`src/fbg_pkg.sv`:
```
// Shared types and constants of the framed bar graph renderer.
// No dependencies; imported by every module of the block but fbg_div.
`timescale 1ns / 1ps
`default_nettype none

package fbg_pkg;

   // Widths fixed by the register and field formats.
   localparam int WW    = 5;   // clamped bar width, at most 15 (field holds up to 31)
   localparam int MAGW  = 6;   // magnitude of a scaled span, up to 47
   localparam int NUMW  = 22;  // 16-bit value times a 6-bit span
   localparam int MAX_FRAME = 7;

   localparam int QDEPTH = 2;
   localparam int QPW    = 1;

   localparam logic [7:0] CMD_COL  = 8'h80;
   localparam logic [7:0] CMD_LINE = 8'h40;

   localparam logic [15:0] RST_MAX_VALUE      = 16'd100;
   localparam logic [3:0]  RST_BAR_WIDTH      = 4'd8;
   localparam logic [2:0]  RST_HEIGHT_BYTES   = 3'd4;
   localparam logic [2:0]  RST_OUTER_FRAME    = 3'd1;
   localparam logic [2:0]  RST_INNER_FRAME    = 3'd1;
   localparam logic [6:0]  RST_DISPLAY_WIDTH  = 7'd84;
   localparam logic [5:0]  RST_DISPLAY_HEIGHT = 6'd48;

   typedef enum logic [2:0] {
      CSR_MAX_VALUE      = 3'd0,
      CSR_BAR_WIDTH      = 3'd1,
      CSR_HEIGHT_BYTES   = 3'd2,
      CSR_OUTER_FRAME    = 3'd3,
      CSR_INNER_FRAME    = 3'd4,
      CSR_DISPLAY_WIDTH  = 3'd5,
      CSR_DISPLAY_HEIGHT = 3'd6
   } csr_index_type;

   typedef struct packed {
      logic [15:0] max_value;
      logic [3:0]  bar_width;
      logic [2:0]  height_bytes;
      logic [2:0]  outer_frame;
      logic [2:0]  inner_frame;
      logic [6:0]  display_width;
      logic [5:0]  display_height;
   } cfg_type;

   // One classified request, ready for byte generation.
   typedef struct packed {
      logic [WW-1:0] w;       // clamped bar width
      logic [2:0]    h;       // clamped page rows
      logic [2:0]    o;
      logic [2:0]    g;
      logic [7:0]    top;     // first bar pixel row
      logic [7:0]    d0;      // first limit line pixel row
      logic [6:0]    cm0;     // start column mod display width
      logic [6:0]    cm_end;  // end column mod display width
      logic [7:0]    ypos;
      logic [2:0]    r0;      // start line mod line modulus
      logic [3:0]    lm;      // line modulus
   } desc_type;

endpackage

`default_nettype wire

```
`src/framed_bar_graph_renderer_top.sv`:
```
// Top level of the framed bar graph renderer: register file, front end,
// descriptor queue and byte sequencer. Uses fbg_pkg, fbg_front, fbg_queue, fbg_back.
`timescale 1ns / 1ps
`default_nettype none

// One request (value, limit, cursor) yields 2 + h*(w+2) bytes for an LCD with
// 8 pixels per byte: per page row a column and a line command and w pixel bytes,
// then a closing cursor pair whose line command is flagged with rsp_last. The byte
// sequencer sends one byte per cycle while rsp_stall is low, up to 62 bytes per
// request, and starts the next request's bytes right after the last one. The front
// end takes one request at a time: capture, multiply, the steps of the bit-serial
// dividers that scale value and limit, a done check, and a descriptor push into a
// two-entry queue that waits while it is full; req_stall is high until the push.
// Registers are to be written through csr_write/csr_index/csr_wdata only while no
// request is in flight; the block itself does not enforce this.
module framed_bar_graph_renderer_top import fbg_pkg::*; #(
   parameter int MAX_BAR_WIDTH    = 8,
   parameter int MAX_HEIGHT_BYTES = 6
) (
   input  wire logic        clock,
   input  wire logic        reset,
   input  wire logic        req_valid,
   output logic             req_stall,
   input  wire logic [15:0] req_value,
   input  wire logic [15:0] req_limit,
   input  wire logic [7:0]  req_x_position,
   input  wire logic [7:0]  req_line_position,
   output logic             rsp_valid,
   input  wire logic        rsp_stall,
   output logic [7:0]       rsp_out_byte,
   output logic             rsp_is_data,
   output logic             rsp_last,
   input  wire logic        csr_write,
   input  wire logic [2:0]  csr_index,
   input  wire logic [15:0] csr_wdata
);

   cfg_type  cfg_ff, cfg_in;
   logic     q_push, q_full, q_pop, q_empty;
   desc_type q_wr_data, q_rd_data;

   always_comb begin
      cfg_in = cfg_ff;
      if (csr_write) begin
         unique case (csr_index_type'(csr_index))
            CSR_MAX_VALUE:      cfg_in.max_value      = csr_wdata;
            CSR_BAR_WIDTH:      cfg_in.bar_width      = csr_wdata[3:0];
            CSR_HEIGHT_BYTES:   cfg_in.height_bytes   = csr_wdata[2:0];
            CSR_OUTER_FRAME:    cfg_in.outer_frame    = csr_wdata[2:0];
            CSR_INNER_FRAME:    cfg_in.inner_frame    = csr_wdata[2:0];
            CSR_DISPLAY_WIDTH:  cfg_in.display_width  = csr_wdata[6:0];
            CSR_DISPLAY_HEIGHT: cfg_in.display_height = csr_wdata[5:0];
            default: begin
               cfg_in = cfg_ff;
            end
         endcase
      end
   end

   always_ff @(posedge clock) begin
      if (reset) begin
         cfg_ff.max_value      <= RST_MAX_VALUE;
         cfg_ff.bar_width      <= RST_BAR_WIDTH;
         cfg_ff.height_bytes   <= RST_HEIGHT_BYTES;
         cfg_ff.outer_frame    <= RST_OUTER_FRAME;
         cfg_ff.inner_frame    <= RST_INNER_FRAME;
         cfg_ff.display_width  <= RST_DISPLAY_WIDTH;
         cfg_ff.display_height <= RST_DISPLAY_HEIGHT;
      end else begin
         cfg_ff <= cfg_in;
      end
   end

   fbg_front #(
      .MAX_BAR_WIDTH   (MAX_BAR_WIDTH),
      .MAX_HEIGHT_BYTES(MAX_HEIGHT_BYTES)
   ) u_front (
      .clock            (clock),
      .reset            (reset),
      .cfg              (cfg_ff),
      .req_valid        (req_valid),
      .req_stall        (req_stall),
      .req_value        (req_value),
      .req_limit        (req_limit),
      .req_x_position   (req_x_position),
      .req_line_position(req_line_position),
      .q_full           (q_full),
      .q_push           (q_push),
      .q_data           (q_wr_data)
   );

   fbg_queue u_queue (
      .clock  (clock),
      .reset  (reset),
      .push   (q_push),
      .wr_data(q_wr_data),
      .full   (q_full),
      .pop    (q_pop),
      .rd_data(q_rd_data),
      .empty  (q_empty)
   );

   fbg_back u_back (
      .clock       (clock),
      .reset       (reset),
      .q_empty     (q_empty),
      .q_data      (q_rd_data),
      .q_pop       (q_pop),
      .rsp_valid   (rsp_valid),
      .rsp_stall   (rsp_stall),
      .rsp_out_byte(rsp_out_byte),
      .rsp_is_data (rsp_is_data),
      .rsp_last    (rsp_last)
   );

`ifndef ASSERT_OFF
   a_no_push_when_full: assert property (@(posedge clock) disable iff (reset)
      q_push |-> !q_full)
      else $error("descriptor pushed into a full queue");

   a_no_pop_when_empty: assert property (@(posedge clock) disable iff (reset)
      q_pop |-> !q_empty)
      else $error("descriptor popped from an empty queue");

   a_last_is_line_cmd: assert property (@(posedge clock) disable iff (reset)
      rsp_valid && rsp_last |-> !rsp_is_data && rsp_out_byte[7:6] == CMD_LINE[7:6])
      else $error("run does not end on a line command");

   a_rsp_held_while_stalled: assert property (@(posedge clock) disable iff (reset)
      rsp_valid && rsp_stall |=> rsp_valid && $stable(rsp_out_byte) &&
         $stable(rsp_is_data) && $stable(rsp_last))
      else $error("stalled transfer changed");
`endif

endmodule

`default_nettype wire

```
`src/fbg_div.sv`:
```
// Restoring divider, one quotient bit per cycle.
// Depends on nothing; used by fbg_front for scaling and cursor moduli.
`timescale 1ns / 1ps
`default_nettype none

module fbg_div #(
   parameter int NW = 8,
   parameter int DW = 7
) (
   input  wire logic          clock,
   input  wire logic          reset,
   input  wire logic          start,
   input  wire logic [NW-1:0] num,
   input  wire logic [DW-1:0] den,
   output logic               busy,
   output logic [NW-1:0]      quot,
   output logic [DW-1:0]      rem
);

   localparam int CW = $clog2(NW + 1);

   logic [CW-1:0] cnt_ff, cnt_in;
   logic [DW-1:0] rem_ff, rem_in;
   logic [NW-1:0] quo_ff, quo_in;
   logic [DW-1:0] den_ff, den_in;
   logic [DW:0]   trial;
   logic [DW:0]   diff;
   logic          fit;

   always_comb begin
      trial  = {rem_ff, quo_ff[NW-1]};
      diff   = trial - {1'b0, den_ff};
      fit    = (trial >= {1'b0, den_ff});
      cnt_in = cnt_ff;
      rem_in = rem_ff;
      quo_in = quo_ff;
      den_in = den_ff;
      if (start) begin
         cnt_in = CW'(NW);
         rem_in = '0;
         quo_in = num;
         den_in = den;
      end else if (cnt_ff != '0) begin
         cnt_in = cnt_ff - CW'(1);
         rem_in = fit ? diff[DW-1:0] : trial[DW-1:0];
         quo_in = {quo_ff[NW-2:0], fit};
      end
   end

   always_ff @(posedge clock) begin
      if (reset) begin
         cnt_ff <= '0;
      end else begin
         cnt_ff <= cnt_in;
      end
      rem_ff <= rem_in;
      quo_ff <= quo_in;
      den_ff <= den_in;
   end

   assign busy = (cnt_ff != '0);
   assign quot = quo_ff;
   assign rem  = rem_ff;

endmodule

`default_nettype wire

```
`src/fbg_front.sv`:
```
// Request front end: clamps, scales value and limit, reduces cursor positions.
// Uses fbg_pkg and fbg_div; pushes one descriptor per request to fbg_queue.
`timescale 1ns / 1ps
`default_nettype none

module fbg_front import fbg_pkg::*; #(
   parameter int MAX_BAR_WIDTH    = 8,
   parameter int MAX_HEIGHT_BYTES = 6
) (
   input  wire logic        clock,
   input  wire logic        reset,
   input  wire cfg_type     cfg,
   input  wire logic        req_valid,
   output logic             req_stall,
   input  wire logic [15:0] req_value,
   input  wire logic [15:0] req_limit,
   input  wire logic [7:0]  req_x_position,
   input  wire logic [7:0]  req_line_position,
   input  wire logic        q_full,
   output logic             q_push,
   output desc_type         q_data
);

   // dh/9 for a 6-bit dh as a reciprocal multiply
   localparam int DIV9_MUL   = 57;
   localparam int DIV9_SHIFT = 9;

   typedef enum logic [3:0] {
      F_IDLE = 4'b0001,
      F_MUL  = 4'b0010,
      F_DIV  = 4'b0100,
      F_PUSH = 4'b1000
   } front_state_type;

   front_state_type state_ff, state_in;
   logic [15:0] value_ff, value_in;
   logic [15:0] limit_ff, limit_in;
   logic [7:0]  xpos_ff, xpos_in;
   logic [7:0]  ypos_ff, ypos_in;

   logic [WW-1:0]   w_c;
   logic [2:0]      h_c;
   logic [7:0]      hp8;
   logic signed [8:0] hp_s, o_s, g_s, dp_s, span_s, dp_abs, span_abs;
   logic            neg_p, neg_v;
   logic [15:0]     limc;
   logic [NUMW-1:0] num_p, num_v;
   logic [7:0]      xend;
   logic [3:0]      lm;
   logic            start;
   logic            busy_p, busy_v, busy_c0, busy_c1, busy_l;
   logic [NUMW-1:0] quot_p, quot_v;
   logic [6:0]      rem_c0, rem_c1, rem_l;
   logic [7:0]      qp8, qv8, plim, m8, pval;

   function automatic logic [3:0] line_modulus(input logic [5:0] dh);
      logic [11:0] p;
      p = 12'(dh) * 12'(DIV9_MUL);
      return 4'(p >> DIV9_SHIFT) + 4'd1;
   endfunction

   always_comb begin
      w_c = ({1'b0, cfg.bar_width} > WW'(MAX_BAR_WIDTH)) ? WW'(MAX_BAR_WIDTH)
                                                        : {1'b0, cfg.bar_width};
      h_c = (cfg.height_bytes > 3'(MAX_HEIGHT_BYTES)) ? 3'(MAX_HEIGHT_BYTES)
                                                      : cfg.height_bytes;
      hp8    = {2'b00, h_c, 3'b000};
      hp_s   = $signed({1'b0, hp8});
      o_s    = $signed({6'b0, cfg.outer_frame});
      g_s    = $signed({6'b0, cfg.inner_frame});
      dp_s   = hp_s - o_s - 9'sd5;
      span_s = hp_s - o_s - o_s - g_s - g_s - 9'sd1;
      neg_p  = dp_s[8];
      neg_v  = span_s[8];
      dp_abs   = neg_p ? -dp_s : dp_s;
      span_abs = neg_v ? -span_s : span_s;
      limc   = (limit_ff > cfg.max_value) ? cfg.max_value : limit_ff;
      num_p  = NUMW'(limc) * NUMW'(dp_abs[MAGW-1:0]);
      num_v  = NUMW'(value_ff) * NUMW'(span_abs[MAGW-1:0]);
      xend   = xpos_ff + 8'(w_c) + 8'd1;
      lm     = line_modulus(cfg.display_height);
   end

   assign start = (state_ff == F_MUL);

   fbg_div #(.NW(NUMW), .DW(16)) u_div_lim (
      .clock(clock), .reset(reset), .start(start), .num(num_p), .den(cfg.max_value),
      .busy(busy_p), .quot(quot_p), .rem()
   );

   fbg_div #(.NW(NUMW), .DW(16)) u_div_val (
      .clock(clock), .reset(reset), .start(start), .num(num_v), .den(cfg.max_value),
      .busy(busy_v), .quot(quot_v), .rem()
   );

   fbg_div #(.NW(8), .DW(7)) u_mod_col0 (
      .clock(clock), .reset(reset), .start(start), .num(xpos_ff),
      .den(cfg.display_width), .busy(busy_c0), .quot(), .rem(rem_c0)
   );

   fbg_div #(.NW(8), .DW(7)) u_mod_col1 (
      .clock(clock), .reset(reset), .start(start), .num(xend),
      .den(cfg.display_width), .busy(busy_c1), .quot(), .rem(rem_c1)
   );

   fbg_div #(.NW(8), .DW(7)) u_mod_line (
      .clock(clock), .reset(reset), .start(start), .num(ypos_ff),
      .den({3'b000, lm}), .busy(busy_l), .quot(), .rem(rem_l)
   );

   // Scaled results wrap at 8 bits, so only the low quotient byte matters.
   always_comb begin
      qp8  = (cfg.max_value == '0) ? 8'd0 : quot_p[7:0];
      qv8  = (cfg.max_value == '0) ? 8'd0 : quot_v[7:0];
      plim = (neg_p ? -qp8 : qp8) + 8'd2;
      m8   = neg_v ? -qv8 : qv8;
      pval = ($signed({1'b0, m8}) > span_s) ? span_s[7:0] : m8;

      q_data.w      = w_c;
      q_data.h      = h_c;
      q_data.o      = cfg.outer_frame;
      q_data.g      = cfg.inner_frame;
      q_data.top    = hp8 - pval - {5'b0, cfg.outer_frame} - {5'b0, cfg.inner_frame} - 8'd1;
      q_data.d0     = hp8 - plim - {5'b0, cfg.outer_frame} - 8'd1;
      q_data.cm0    = (cfg.display_width == '0) ? 7'd0 : rem_c0;
      q_data.cm_end = (cfg.display_width == '0) ? 7'd0 : rem_c1;
      q_data.ypos   = ypos_ff;
      q_data.r0     = rem_l[2:0];
      q_data.lm     = lm;
   end

   assign req_stall = (state_ff != F_IDLE);
   assign q_push    = (state_ff == F_PUSH) && !q_full;

   always_comb begin
      state_in = state_ff;
      value_in = value_ff;
      limit_in = limit_ff;
      xpos_in  = xpos_ff;
      ypos_in  = ypos_ff;
      unique case (state_ff)
         F_IDLE: begin
            if (req_valid) begin
               value_in = req_value;
               limit_in = req_limit;
               xpos_in  = req_x_position;
               ypos_in  = req_line_position;
               state_in = F_MUL;
            end
         end
         F_MUL: begin
            state_in = F_DIV;
         end
         F_DIV: begin
            if (!(busy_p || busy_v || busy_c0 || busy_c1 || busy_l)) begin
               state_in = F_PUSH;
            end
         end
         F_PUSH: begin
            if (!q_full) begin
               state_in = F_IDLE;
            end
         end
         default: begin
            state_in = F_IDLE;
         end
      endcase
   end

   always_ff @(posedge clock) begin
      if (reset) begin
         state_ff <= F_IDLE;
      end else begin
         state_ff <= state_in;
      end
      value_ff <= value_in;
      limit_ff <= limit_in;
      xpos_ff  <= xpos_in;
      ypos_ff  <= ypos_in;
   end

endmodule

`default_nettype wire

```
`src/fbg_queue.sv`:
```
// Two-entry descriptor queue between the front end and the byte sequencer.
// Uses fbg_pkg for the descriptor type.
`timescale 1ns / 1ps
`default_nettype none

module fbg_queue import fbg_pkg::*; (
   input  wire logic     clock,
   input  wire logic     reset,
   input  wire logic     push,
   input  wire desc_type wr_data,
   output logic          full,
   input  wire logic     pop,
   output desc_type      rd_data,
   output logic          empty
);

   localparam int CNTW = $clog2(QDEPTH + 1);

   desc_type          entries_ff [QDEPTH];
   logic [QPW-1:0]    wr_ptr_ff, wr_ptr_in;
   logic [QPW-1:0]    rd_ptr_ff, rd_ptr_in;
   logic [CNTW-1:0]   count_ff, count_in;

   assign full    = (count_ff == CNTW'(QDEPTH));
   assign empty   = (count_ff == '0);
   assign rd_data = entries_ff[rd_ptr_ff];

   always_comb begin
      wr_ptr_in = push ? wr_ptr_ff + QPW'(1) : wr_ptr_ff;
      rd_ptr_in = pop ? rd_ptr_ff + QPW'(1) : rd_ptr_ff;
      count_in  = count_ff + CNTW'(push) - CNTW'(pop);
   end

   always_ff @(posedge clock) begin
      if (reset) begin
         wr_ptr_ff <= '0;
         rd_ptr_ff <= '0;
         count_ff  <= '0;
      end else begin
         wr_ptr_ff <= wr_ptr_in;
         rd_ptr_ff <= rd_ptr_in;
         count_ff  <= count_in;
      end
      if (push) begin
         entries_ff[wr_ptr_ff] <= wr_data;
      end
   end

endmodule

`default_nettype wire

```
`src/fbg_back.sv`:
```
// Byte sequencer: turns one descriptor into cursor and pixel bytes.
// Uses fbg_pkg; pops descriptors from fbg_queue, drives the result channel.
`timescale 1ns / 1ps
`default_nettype none

module fbg_back import fbg_pkg::*; (
   input  wire logic     clock,
   input  wire logic     reset,
   input  wire logic     q_empty,
   input  wire desc_type q_data,
   output logic          q_pop,
   output logic          rsp_valid,
   input  wire logic     rsp_stall,
   output logic [7:0]    rsp_out_byte,
   output logic          rsp_is_data,
   output logic          rsp_last
);

   typedef enum logic [5:0] {
      B_IDLE     = 6'b000001,
      B_COL      = 6'b000010,
      B_LINE     = 6'b000100,
      B_DATA     = 6'b001000,
      B_END_COL  = 6'b010000,
      B_END_LINE = 6'b100000
   } back_state_type;

   back_state_type state_ff, state_in;
   desc_type       job_ff, job_in;
   logic [2:0]     y_ff, y_in;
   logic [WW-1:0]  x_ff, x_in;
   logic [7:0]     l_ff, l_in;
   logic [2:0]     r_ff, r_in;
   logic           rsp_valid_ff, rsp_valid_in;
   logic [7:0]     byte_ff, byte_in;
   logic           data_ff, data_in;
   logic           last_ff, last_in;

   logic           out_free;
   logic [7:0]     pix;
   logic [7:0]     barp;
   logic [7:0]     pat;
   logic [7:0]     d_i;
   logic [2:0]     nl;
   logic           in_bar;
   logic signed [6:0] xs, ws, os, gs;
   logic signed [4:0] s_s;
   logic [2:0]     sh;
   logic [7:0]     mask;

   assign out_free = !rsp_valid_ff || !rsp_stall;

   // Pixel byte for column x_ff of page row y_ff.
   always_comb begin
      xs = $signed({2'b00, x_ff});
      ws = $signed({2'b00, job_ff.w});
      os = $signed({4'b0000, job_ff.o});
      gs = $signed({4'b0000, job_ff.g});
      if ({2'b00, y_ff} < job_ff.top[7:3]) begin
         barp = 8'h00;
      end else if ({2'b00, y_ff} > job_ff.top[7:3]) begin
         barp = 8'hff;
      end else begin
         barp = 8'hff << job_ff.top[2:0];
      end

      // limit line, one pixel row per outer frame pixel (at least one)
      nl  = (job_ff.o > 3'd1) ? job_ff.o : 3'd1;
      pat = 8'h00;
      d_i = 8'h00;
      for (int i = 0; i < MAX_FRAME; i++) begin
         d_i = job_ff.d0 + 8'(i);
         if ((3'(i) < nl) && (d_i[7:3] == {2'b00, y_ff})) begin
            pat[d_i[2:0]] = 1'b1;
         end
      end

      in_bar = 1'b0;
      if (xs < os) begin
         pix = 8'hff;
      end else if (xs < os + gs) begin
         pix = 8'h00;
      end else if (xs < ws - os - gs) begin
         pix    = barp;
         in_bar = 1'b1;
      end else if (xs < ws - os) begin
         pix = 8'h00;
      end else begin
         pix = 8'hff;
      end

      pix = pix ^ pat;
      if (y_ff == 3'd0) begin
         pix = pix | ((8'd1 << job_ff.o) - 8'd1);
      end
      s_s  = 5'sd7 - $signed({2'b00, job_ff.o}) - $signed({2'b00, job_ff.g});
      sh   = s_s[4] ? 3'd0 : s_s[2:0];
      mask = (8'hff << sh) & (8'hff >> ({1'b0, job_ff.o} + 4'd1));
      if (y_ff == job_ff.h - 3'd1) begin
         pix = pix | (8'hff << (3'd7 - job_ff.o));
         if (in_bar) begin
            pix = pix & ~mask;
         end
         pix = pix & 8'h7f;
      end
   end

   always_comb begin
      state_in     = state_ff;
      job_in       = job_ff;
      y_in         = y_ff;
      x_in         = x_ff;
      l_in         = l_ff;
      r_in         = r_ff;
      q_pop        = 1'b0;
      rsp_valid_in = rsp_valid_ff && rsp_stall;
      byte_in      = byte_ff;
      data_in      = data_ff;
      last_in      = last_ff;

      unique case (state_ff)
         B_IDLE: begin
            if (!q_empty) begin
               q_pop    = 1'b1;
               job_in   = q_data;
               y_in     = '0;
               x_in     = '0;
               l_in     = q_data.ypos;
               r_in     = q_data.r0;
               state_in = (q_data.h != '0) ? B_COL : B_END_COL;
            end
         end
         B_COL: begin
            if (out_free) begin
               rsp_valid_in = 1'b1;
               byte_in      = CMD_COL | {1'b0, job_ff.cm0};
               data_in      = 1'b0;
               last_in      = 1'b0;
               state_in     = B_LINE;
            end
         end
         B_LINE, B_DATA: begin
            if (out_free) begin
               rsp_valid_in = 1'b1;
               last_in      = 1'b0;
               if (state_ff == B_LINE) begin
                  byte_in = CMD_LINE | {5'b0, r_ff};
                  data_in = 1'b0;
                  x_in    = '0;
               end else begin
                  byte_in = pix;
                  data_in = 1'b1;
                  x_in    = x_ff + WW'(1);
               end
               if ((state_ff == B_LINE && job_ff.w != '0) ||
                   (state_ff == B_DATA && x_ff != job_ff.w - WW'(1))) begin
                  state_in = B_DATA;
               end else if (y_ff == job_ff.h - 3'd1) begin
                  state_in = B_END_COL;
               end else begin
                  // next page row; line wraps at 8 bits before the modulus
                  state_in = B_COL;
                  y_in     = y_ff + 3'd1;
                  if (l_ff == 8'hff) begin
                     l_in = 8'h00;
                     r_in = 3'd0;
                  end else begin
                     l_in = l_ff + 8'd1;
                     r_in = ({1'b0, r_ff} + 4'd1 == job_ff.lm) ? 3'd0 : r_ff + 3'd1;
                  end
               end
            end
         end
         B_END_COL: begin
            if (out_free) begin
               rsp_valid_in = 1'b1;
               byte_in      = CMD_COL | {1'b0, job_ff.cm_end};
               data_in      = 1'b0;
               last_in      = 1'b0;
               state_in     = B_END_LINE;
            end
         end
         B_END_LINE: begin
            if (out_free) begin
               rsp_valid_in = 1'b1;
               byte_in      = CMD_LINE | {5'b0, job_ff.r0};
               data_in      = 1'b0;
               last_in      = 1'b1;
               // pick up the next descriptor without a bubble
               if (!q_empty) begin
                  q_pop    = 1'b1;
                  job_in   = q_data;
                  y_in     = '0;
                  x_in     = '0;
                  l_in     = q_data.ypos;
                  r_in     = q_data.r0;
                  state_in = (q_data.h != '0) ? B_COL : B_END_COL;
               end else begin
                  state_in = B_IDLE;
               end
            end
         end
         default: begin
            state_in = B_IDLE;
         end
      endcase
   end

   always_ff @(posedge clock) begin
      if (reset) begin
         state_ff     <= B_IDLE;
         rsp_valid_ff <= 1'b0;
      end else begin
         state_ff     <= state_in;
         rsp_valid_ff <= rsp_valid_in;
      end
      job_ff  <= job_in;
      y_ff    <= y_in;
      x_ff    <= x_in;
      l_ff    <= l_in;
      r_ff    <= r_in;
      byte_ff <= byte_in;
      data_ff <= data_in;
      last_ff <= last_in;
   end

   assign rsp_valid    = rsp_valid_ff;
   assign rsp_out_byte = byte_ff;
   assign rsp_is_data  = data_ff;
   assign rsp_last     = last_ff;

endmodule

`default_nettype wire
```
`config.mk`:
```
export PLATFORM = sky130hd
export DESIGN_NAME = framed_bar_graph_renderer_top
export DESIGN_NICKNAME = d
export VERILOG_FILES = /design/src/fbg_pkg.sv /design/src/framed_bar_graph_renderer_top.sv /design/src/fbg_div.sv /design/src/fbg_front.sv /design/src/fbg_queue.sv /design/src/fbg_back.sv
export SDC_FILE = /design/constraint.sdc
export NUM_CORES = 1
export LEC_CHECK = 0
export ABC_AREA = 1
export BUFFER_PORTS_ARGS = -buffer_cell sky130_fd_sc_hd__buf_2
export CORE_AREA = 2 2 224 226
export DETAILED_ROUTE_END_ITERATION = 8
export DIE_AREA = 0 0 226 228
export GPL_TIMING_DRIVEN = 0
export PLACE_DENSITY = 0.78
export SLEW_MARGIN = 20
export SYNTH_ARGS = -nofsm -noshare
export SYNTH_HDL_FRONTEND = slang
export SYNTH_SLANG_ARGS = --single-unit
export TNS_END_PERCENT = 1
```
`constraint.sdc`:
```
create_clock -name clock -period 11.2 [get_ports clock]
set_clock_uncertainty 0.2 [all_clocks]
set_input_delay 0 -clock clock [delete_from_list [all_inputs] [get_ports clock]]
set_output_delay 0 -clock clock [all_outputs]
set_load 0.03 [all_outputs]
```
# Yosys cells after proc, flatten, opt, wreduce, memory -nomap -nowiden

Memories as Yosys holds them, arrays and structs flattened. A register that Yosys moved wholly into a read port is not among the register bits.
Index checks and enable logic that the tools add are counted.

Logic and storage cells: 419
Flip-flop bits (word level): 363
Output and inout port bits: 12
Memories kept: 1
Bits of input ports: 72
Bits in writable memories: 116

Add/sub/neg operators: 56
Multiplexer cells: 136
Bitwise logic cells: 12
Shift-type cells: 5
$mul: 3
Equality and inequality tests: 41
Order comparisons: 37
Reductions and logical operators: 70

Memories:

| memory             | depth | bits a word | read ports | clocked after Yosys merged registers in | wr ports | RTL line        | source |
|---|---|---|---|---|---|---|---|
| u_queue.entries_ff | 2     | 58          | 1          | 1                                       | 1        | fbg_queue.sv:19 | `desc_type entries_ff [QDEPTH];` |

Operators with widths:

| cell                                                                          | number |
|---|---|
| 8-bit 2-to-1 mux                                                              | 37 |
| 59-bit 2-to-1 mux                                                             | 2 |
| 59-bit one-hot mux with 2 select lines                                        | 1 |
| 22-bit 2-to-1 mux                                                             | 4 |
| 8-bit OR                                                                      | 7 |
| 6-bit 2-to-1 mux                                                              | 9 |
| 5-bit 2-to-1 mux                                                              | 10 |
| 16-bit 2-to-1 mux                                                             | 3 |
| 3-bit 2-to-1 mux                                                              | 15 |
| 16-bit by 6-bit multiplier with 22-bit output                                 | 2 |
| 7-bit 2-to-1 mux                                                              | 6 |
| 4-bit 2-to-1 mux                                                              | 10 |
| 5-bit by 3-bit equality test with 1-bit output                                | 7 |
| 17-bit by 16-bit greater-or-equal comparator with 1-bit output                | 2 |
| 8-bit one-hot mux with 4 select lines                                         | 1 |
| 16-bit subtractor                                                             | 2 |
| 6-bit one-hot mux with 5 select lines                                         | 1 |
| 3-bit by 4-bit less-than comparator with 1-bit output (second input constant) | 7 |
| 8-bit by 1-bit adder with 8-bit output (second input constant)                | 3 |
| 8-bit by 2-bit adder with 8-bit output (second input constant)                | 3 |
| 8-bit by 3-bit adder with 8-bit output (second input constant)                | 3 |
| 8-bit one-hot mux with 3 select lines                                         | 1 |
| 8-bit by 1-bit subtractor with 8-bit output (second input constant)           | 3 |
| 8-bit by 3-bit subtractor with 8-bit output                                   | 3 |
| 94 further kinds                                                              | 218 |

# Longest topological paths before layout

Depth after elaboration: 27
Gate-level depth with buffers: 53
Mapped depth without buffers: 49

# By module

A second synthesis with hierarchy kept.

Cells, all modules: 4266
Area, all modules: 35828.1 um^2

By module, submodules not included:

| module                            | sequential area each (um^2) | cells each | times used | area an instance (um^2) |
|---|---|---|---|---|
| fbg_front                         | 1521.5                      | 1430       | 1          | 11064.4 |
| fbg_div at u_front.u_div_lim ...  | 1561.5                      | 468        | 2          | 3598.5 |
| fbg_back                          | 2542.4                      | 879        | 1          | 6832.8 |
| fbg_queue                         | 3643.5                      | 215        | 1          | 4526.8 |
| fbg_div at u_front.u_mod_col0 ... | 670.6                       | 185        | 3          | 1496.4 |
| framed_bar_graph_renderer_top     | 840.8                       | 251        | 1          | 1717.9 |

# Worst setup path after synthesis

Ideal clock, no wire load.

Path kind: reg2reg
Start point: register cfg_ff[16] (netlist name)
End point: register u_front.u_div_val.quo_ff[21] (netlist: u_front.u_div_val.quot[21]), data pin
Period minus slack after synthesis: 7.880 ns
Setup time: 0.253 ns
Data required time: 10.747 ns
Slack: 3.320 ns
Data arrival time: 7.426 ns
Path buffers: 3
Cell stages (with the launch flop): 43
Cells stage by stage: dfxtp_1 inv_2 buf_4 clkbuf_1 ha_1 inv_1 ha_1 inv_1 nand2_1 nand2_1 a21oi_2 xor2_1 ha_1 a21o_1 a31oi_1 inv_1 nor2_2 nand3_2 [... 7 more ...] fa_1 inv_1 ha_1 nand2_1 nand2_1 a21oi_1 nor2_1 o21ai_0 nand2_1 nand3_1 nand2_1 a21boi_0 or2_2 a21oi_1 or2_2 or2_2 nand3_1 nand2_1

Longest elaborated chain between the ends: 9

Ends and longest elaborated chain:

| what                                                       | RTL line                            | source |
|---|---|---|
| start: declaration                                         | framed_bar_graph_renderer_top.sv:38 | `cfg_type cfg_ff, cfg_in;` |
| start signal: assignment                                   | framed_bar_graph_renderer_top.sv:70 | `cfg_ff <= cfg_in;` |
| 6-bit by 3-bit subtractor with 7-bit output                | fbg_front.sv:72                     | `span_s = hp_s - o_s - o_s - g_s - g_s - 9'sd1;` |
| 7-bit by 4-bit subtractor with 8-bit output *              | fbg_front.sv:72                     |  |
| 9-bit by 4-bit subtractor with 9-bit output * (2 in a row) | fbg_front.sv:72                     |  |
| 9-bit by 2-bit subtractor with 9-bit output *              | fbg_front.sv:72                     |  |
| 6-bit negation                                             | fbg_front.sv:76                     | `span_abs = neg_v ? -span_s : span_s;` |
| 6-bit 2-to-1 mux *                                         | fbg_front.sv:76                     |  |
| 16-bit by 6-bit multiplier with 22-bit output *            | fbg_front.sv:79                     | `num_v = NUMW'(value_ff) * NUMW'(span_abs[MAGW-1:0]);` |
| 22-bit 2-to-1 mux *                                        | fbg_div.sv:38                       | `if (start) begin` |
| named net u_front.u_div_val.quo_in[21]                     | fbg_div.sv:24                       | `logic [NW-1:0] quo_ff, quo_in;` |
| end signal: assignment                                     | fbg_div.sv:57                       | `quo_ff <= quo_in;` |
| end: declaration                                           | fbg_div.sv:24                       |  |

The timed path passes the listed nets; every way through them passes the cells marked *.
A chain may end at the register's enable or synchronous reset.

# Worst setup path in the final report

Ends and elaborated chain as after synthesis.

==> impl_metrics.env <==
export IMPL_status="complete, no violations"
export IMPL_rsz0062_at_grt="false"
export IMPL_postSynthCellCount=3488
export IMPL_dr_pass1_iters=7
export IMPL_synth_nets=3935
export IMPL_die_y_um=228
export IMPL_finalSetupTns_ps=0
export IMPL_cpPeakStageDelay_ps=560
export IMPL_synth_cell_types=64
export IMPL_cpLargestDelayFamily="adder cells"
export IMPL_cts_clk_slew_worst_paths_ps=60
export IMPL_wl_met2_um=37600
export IMPL_dp_hpwl_um=55200
export IMPL_drt_iter0_drc=2194
export IMPL_finalMaxSlewViolations=0
export IMPL_post_cts_buffers=0
export IMPL_area_growth_syn_to_layout_pct=14.7
export IMPL_synth_warnings=0
export IMPL_die_x_um=226
export IMPL_post_route_period_util_pct=83.7
export IMPL_hp_class="input pin to flop"
export IMPL_crit_fanout=12
export IMPL_io_buffers=82
export IMPL_antenna_found_initial=2
export IMPL_io_pins=84
export IMPL_num_nets_final=4220
export IMPL_hold_violations=0
export IMPL_grt_max_degree=31
export IMPL_clk_insertion_delay_late_ps=640
export IMPL_async_reset_ff_share_pct=0
export IMPL_ctsRootBufferMaster="clkbuf_16"
export IMPL_highest_layer="met5"
export IMPL_synth_seq_cells=471
export IMPL_peakVddDrop_mv=0.194
export IMPL_cts_resized=0
export IMPL_htree_num_levels=2
export IMPL_powerDensity_mw_per_mm2=270
export IMPL_ys_seq_area_share_pct=41.1
export IMPL_post_drt_via_cell_ratio=5.57
export IMPL_fin_crit_ps=9380
export IMPL_p_leak_nw=16.1
export IMPL_start_util_pct=63.2
export IMPL_max_freq_ghz=0.107
export IMPL_synth_area_mm2=0.0312
export IMPL_routed_wirelength_um=77900
export IMPL_synth_top_flop_cell="edfxtp_1"
export IMPL_vias=25000
export IMPL_cap_violations=0
export IMPL_critPathLaunchType="flop"
export IMPL_grtUsageTotal_pct=30.8
export IMPL_grt_pass1_wl_um=126000
export IMPL_numCtsBuffers=52
export IMPL_final_antenna_net_count=0
export IMPL_cts_buffer_depth=3
export IMPL_cts_tree="built"
export IMPL_dieArea_mm2=0.0515
export IMPL_grt_pass1_vias=25000
export IMPL_synth_edf_count=338
export IMPL_wl_met3_um=4960
export IMPL_path_class="flop to flop"
export IMPL_worstMarginPinSlew_ps=1120
export IMPL_core_mm2=0.0493
export IMPL_cts_sinks=471
export IMPL_rows=82
export IMPL_arrival_ps=9550
export IMPL_crit_path_top_delay_cell="fa_1"
export IMPL_avgSynthCellArea_um2=8.95
export IMPL_drt_wirelength_per_cell_um=17.4
export IMPL_slew_headroom_pct=24.4
export IMPL_cp_end_kind="flop"
export IMPL_path_buf_inv=9
export IMPL_drive_gt1_share_pct=7.81
export IMPL_gr_total_overflow=0
export IMPL_wl_met1_um=31600
export IMPL_gp_congestion=0.917
export IMPL_utilization_pct=72.5
export IMPL_cp_required_ps=11370
export IMPL_cp_common_cell="nand2_1"
export IMPL_drc=0
export IMPL_finalSetupViolCount=0
-- worst reg2reg max path, delay by kind of cell, from the launching register on --
kind | cells | cell delay [ps]
AO/OA/AOI/OAI | 7 | 1260
XOR/XNOR | 2 | 730
adder cells (fa/ha/maj) | 7 | 3010
buffers and inverters | 9 | 1340
flip-flops | 1 | 510
AND/OR/NAND/NOR | 17 | 2140
-- per-stage QoR --
| step | worst slack, ps | instance area (um^2) | cells | total power [mW] | hold slack [ps] |
|---|---|---|---|---|---|
| floorplan | 3320 | 31200 | 3488 | 6.65 | -101 |
| global placement | 2030 | 32500 | 4242 | 7.68 | -23.7 |
| detailed placement | 1860 | 32700 | 4251 | 7.84 | -21.9 |
| CTS | 1870 | 35800 | 4487 | 9.60 | 6.09 |
| global route | 927 | 35800 | 4487 | 10.5 | 53.9 |
| finish | 1820 | 35800 | 4488 | 9.65 | 50.3 |
-- where the power goes --
| part | switching [mW] | total [mW] | internal, mW |
|---|---|---|---|
| Clock | 0.733 | 1.68 | 0.947 |
| Sequential | 0.259 | 2.77 | 2.51 |
| Combinational | 3.24 | 5.21 | 1.97 |
-- cells in the final DEF (no fill, tap or decap), types with 133 or more instances in the layout --
cell type,n
nor2_1,305
inv_1,558
fa_1,138
ha_1,237
nand2_1,701
dfxtp_1,133
o21ai_0,225
dlygate4sd3_1,140
edfxtp_1,338
a21oi_1,188
-- routing by layer --
layer	track usage (%)	up-vias
met5	0	-
met3	4.77	215
met1	39.0	11800
met4	14.4	2
met2	51.8	930
li1	-	12100
-- state kept, by name (all words and copies together) (netlist names), 8 cells and up, named ones only --
| signal | cells |
|---|---|
| u_queue.entries_ff | 116 |
| u_front.u_mod_col0.quot | 8 |
| u_front.u_mod_col1.quot | 8 |
| u_front.limit_ff | 16 |
| u_front.u_mod_line.quot | 8 |
| u_back.job_ff | 47 |
| u_front.ypos_ff | 8 |
| cfg_ff | 42 |
| u_front.u_div_lim.den_ff | 16 |
| u_front.u_div_lim.quot | 22 |
| u_front.u_div_lim.rem | 16 |
| u_back.l_ff | 8 |
| u_front.xpos_ff | 8 |
| u_back.rsp_out_byte | 8 |
| u_front.u_div_val.rem | 16 |
| u_front.u_div_val.quot | 22 |
| u_front.value_ff | 16 |
-- logic make-up (layout without fill, tap and decap cells) --
| family | Yosys count | in the layout | share of synthesized area [%] |
|---|---|---|---|
| AND/OR/NAND/NOR | 1223 | 1223 | 16.1 |
| buffers and inverters | 642 | 969 | 7.85 |
| AO/OA/AOI/OAI | 581 | 581 | 10.6 |
| flip-flops | 471 | 471 | 41.1 |
| adder cells (fa/ha/maj) | 375 | 375 | 18.4 |
| XOR/XNOR | 144 | 144 | 4.16 |
| multiplexers | 52 | 52 | 1.86 |
| other | 0 | 1 | 0 |
-- layout make-up --
cell class,count,area (um^2)
sequential,471,12800
tap,672,841
timing repair buffer,231,2010
multi-input combinational,2375,16000
antenna,1,2.50
clock inverter,28,249
inverter,572,2150
clock buffer,68,1420
buffer,70,300
fill,3593,13600
-- synthesized netlist by cell type, types with 3 or more instances --
master,instances,area (um^2)
nand2_1,701,2630
inv_1,558,2090
edfxtp_1,338,10100
nor2_1,309,1160
ha_1,237,2970
o21ai_0,225,1130
a21oi_1,188,941
fa_1,138,2760
dfxtp_1,133,2660
xor2_1,96,841
nand3_1,92,460
clkbuf_1,54,203
mux2_2,47,529
xnor2_1,43,377
nor3_1,42,210
o22ai_1,35,219
o211ai_1,28,210
nand4_1,21,131
a31oi_1,19,119
or2_2,19,119
a211oi_1,15,113
a32o_1,12,120
o2111ai_1,11,96.3
inv_2,9,33.8
buf_2,8,40.0
nand2_2,8,50.1
nor4_1,8,50.1
o21ai_1,8,40.0
a221oi_1,6,52.6
a21o_1,5,37.5
buf_4,5,37.5
mux2i_1,5,50.1
o21bai_1,5,37.5
clkinv_1,4,15.0
nand3b_1,4,30.0
nor2_2,4,25.0
a21boi_0,3,22.5
nand3_2,3,30.0
nor4_2,3,37.5
o31ai_1,3,22.5
xor2_2,3,48.8
-- worst paths after layout --
check	from	end	slack, ps	cells after the start
max	cfg_ff[16]$_SDFFE_PP1P_	u_front.u_div_val.quot[21]$_DFFE_PP_	1820	42
min	csr_wdata[6]	cfg_ff[32]$_SDFFE_PP1P_	50	4
max reg2reg	cfg_ff[16]$_SDFFE_PP1P_	u_front.u_div_val.quot[21]$_DFFE_PP_	1820	42
min reg2reg	cfg_ff[33]$_SDFFE_PP0P_	u_front.u_div_lim.den_ff[7]$_DFFE_PP_	230	0
-- timing repair --
item,4_1_cts,5_1_grt
hold buffers,140,0
setup endpoints to repair,0,0
hold endpoints to repair,152,0
Note: power is estimated with default switching activity, not from simulation.
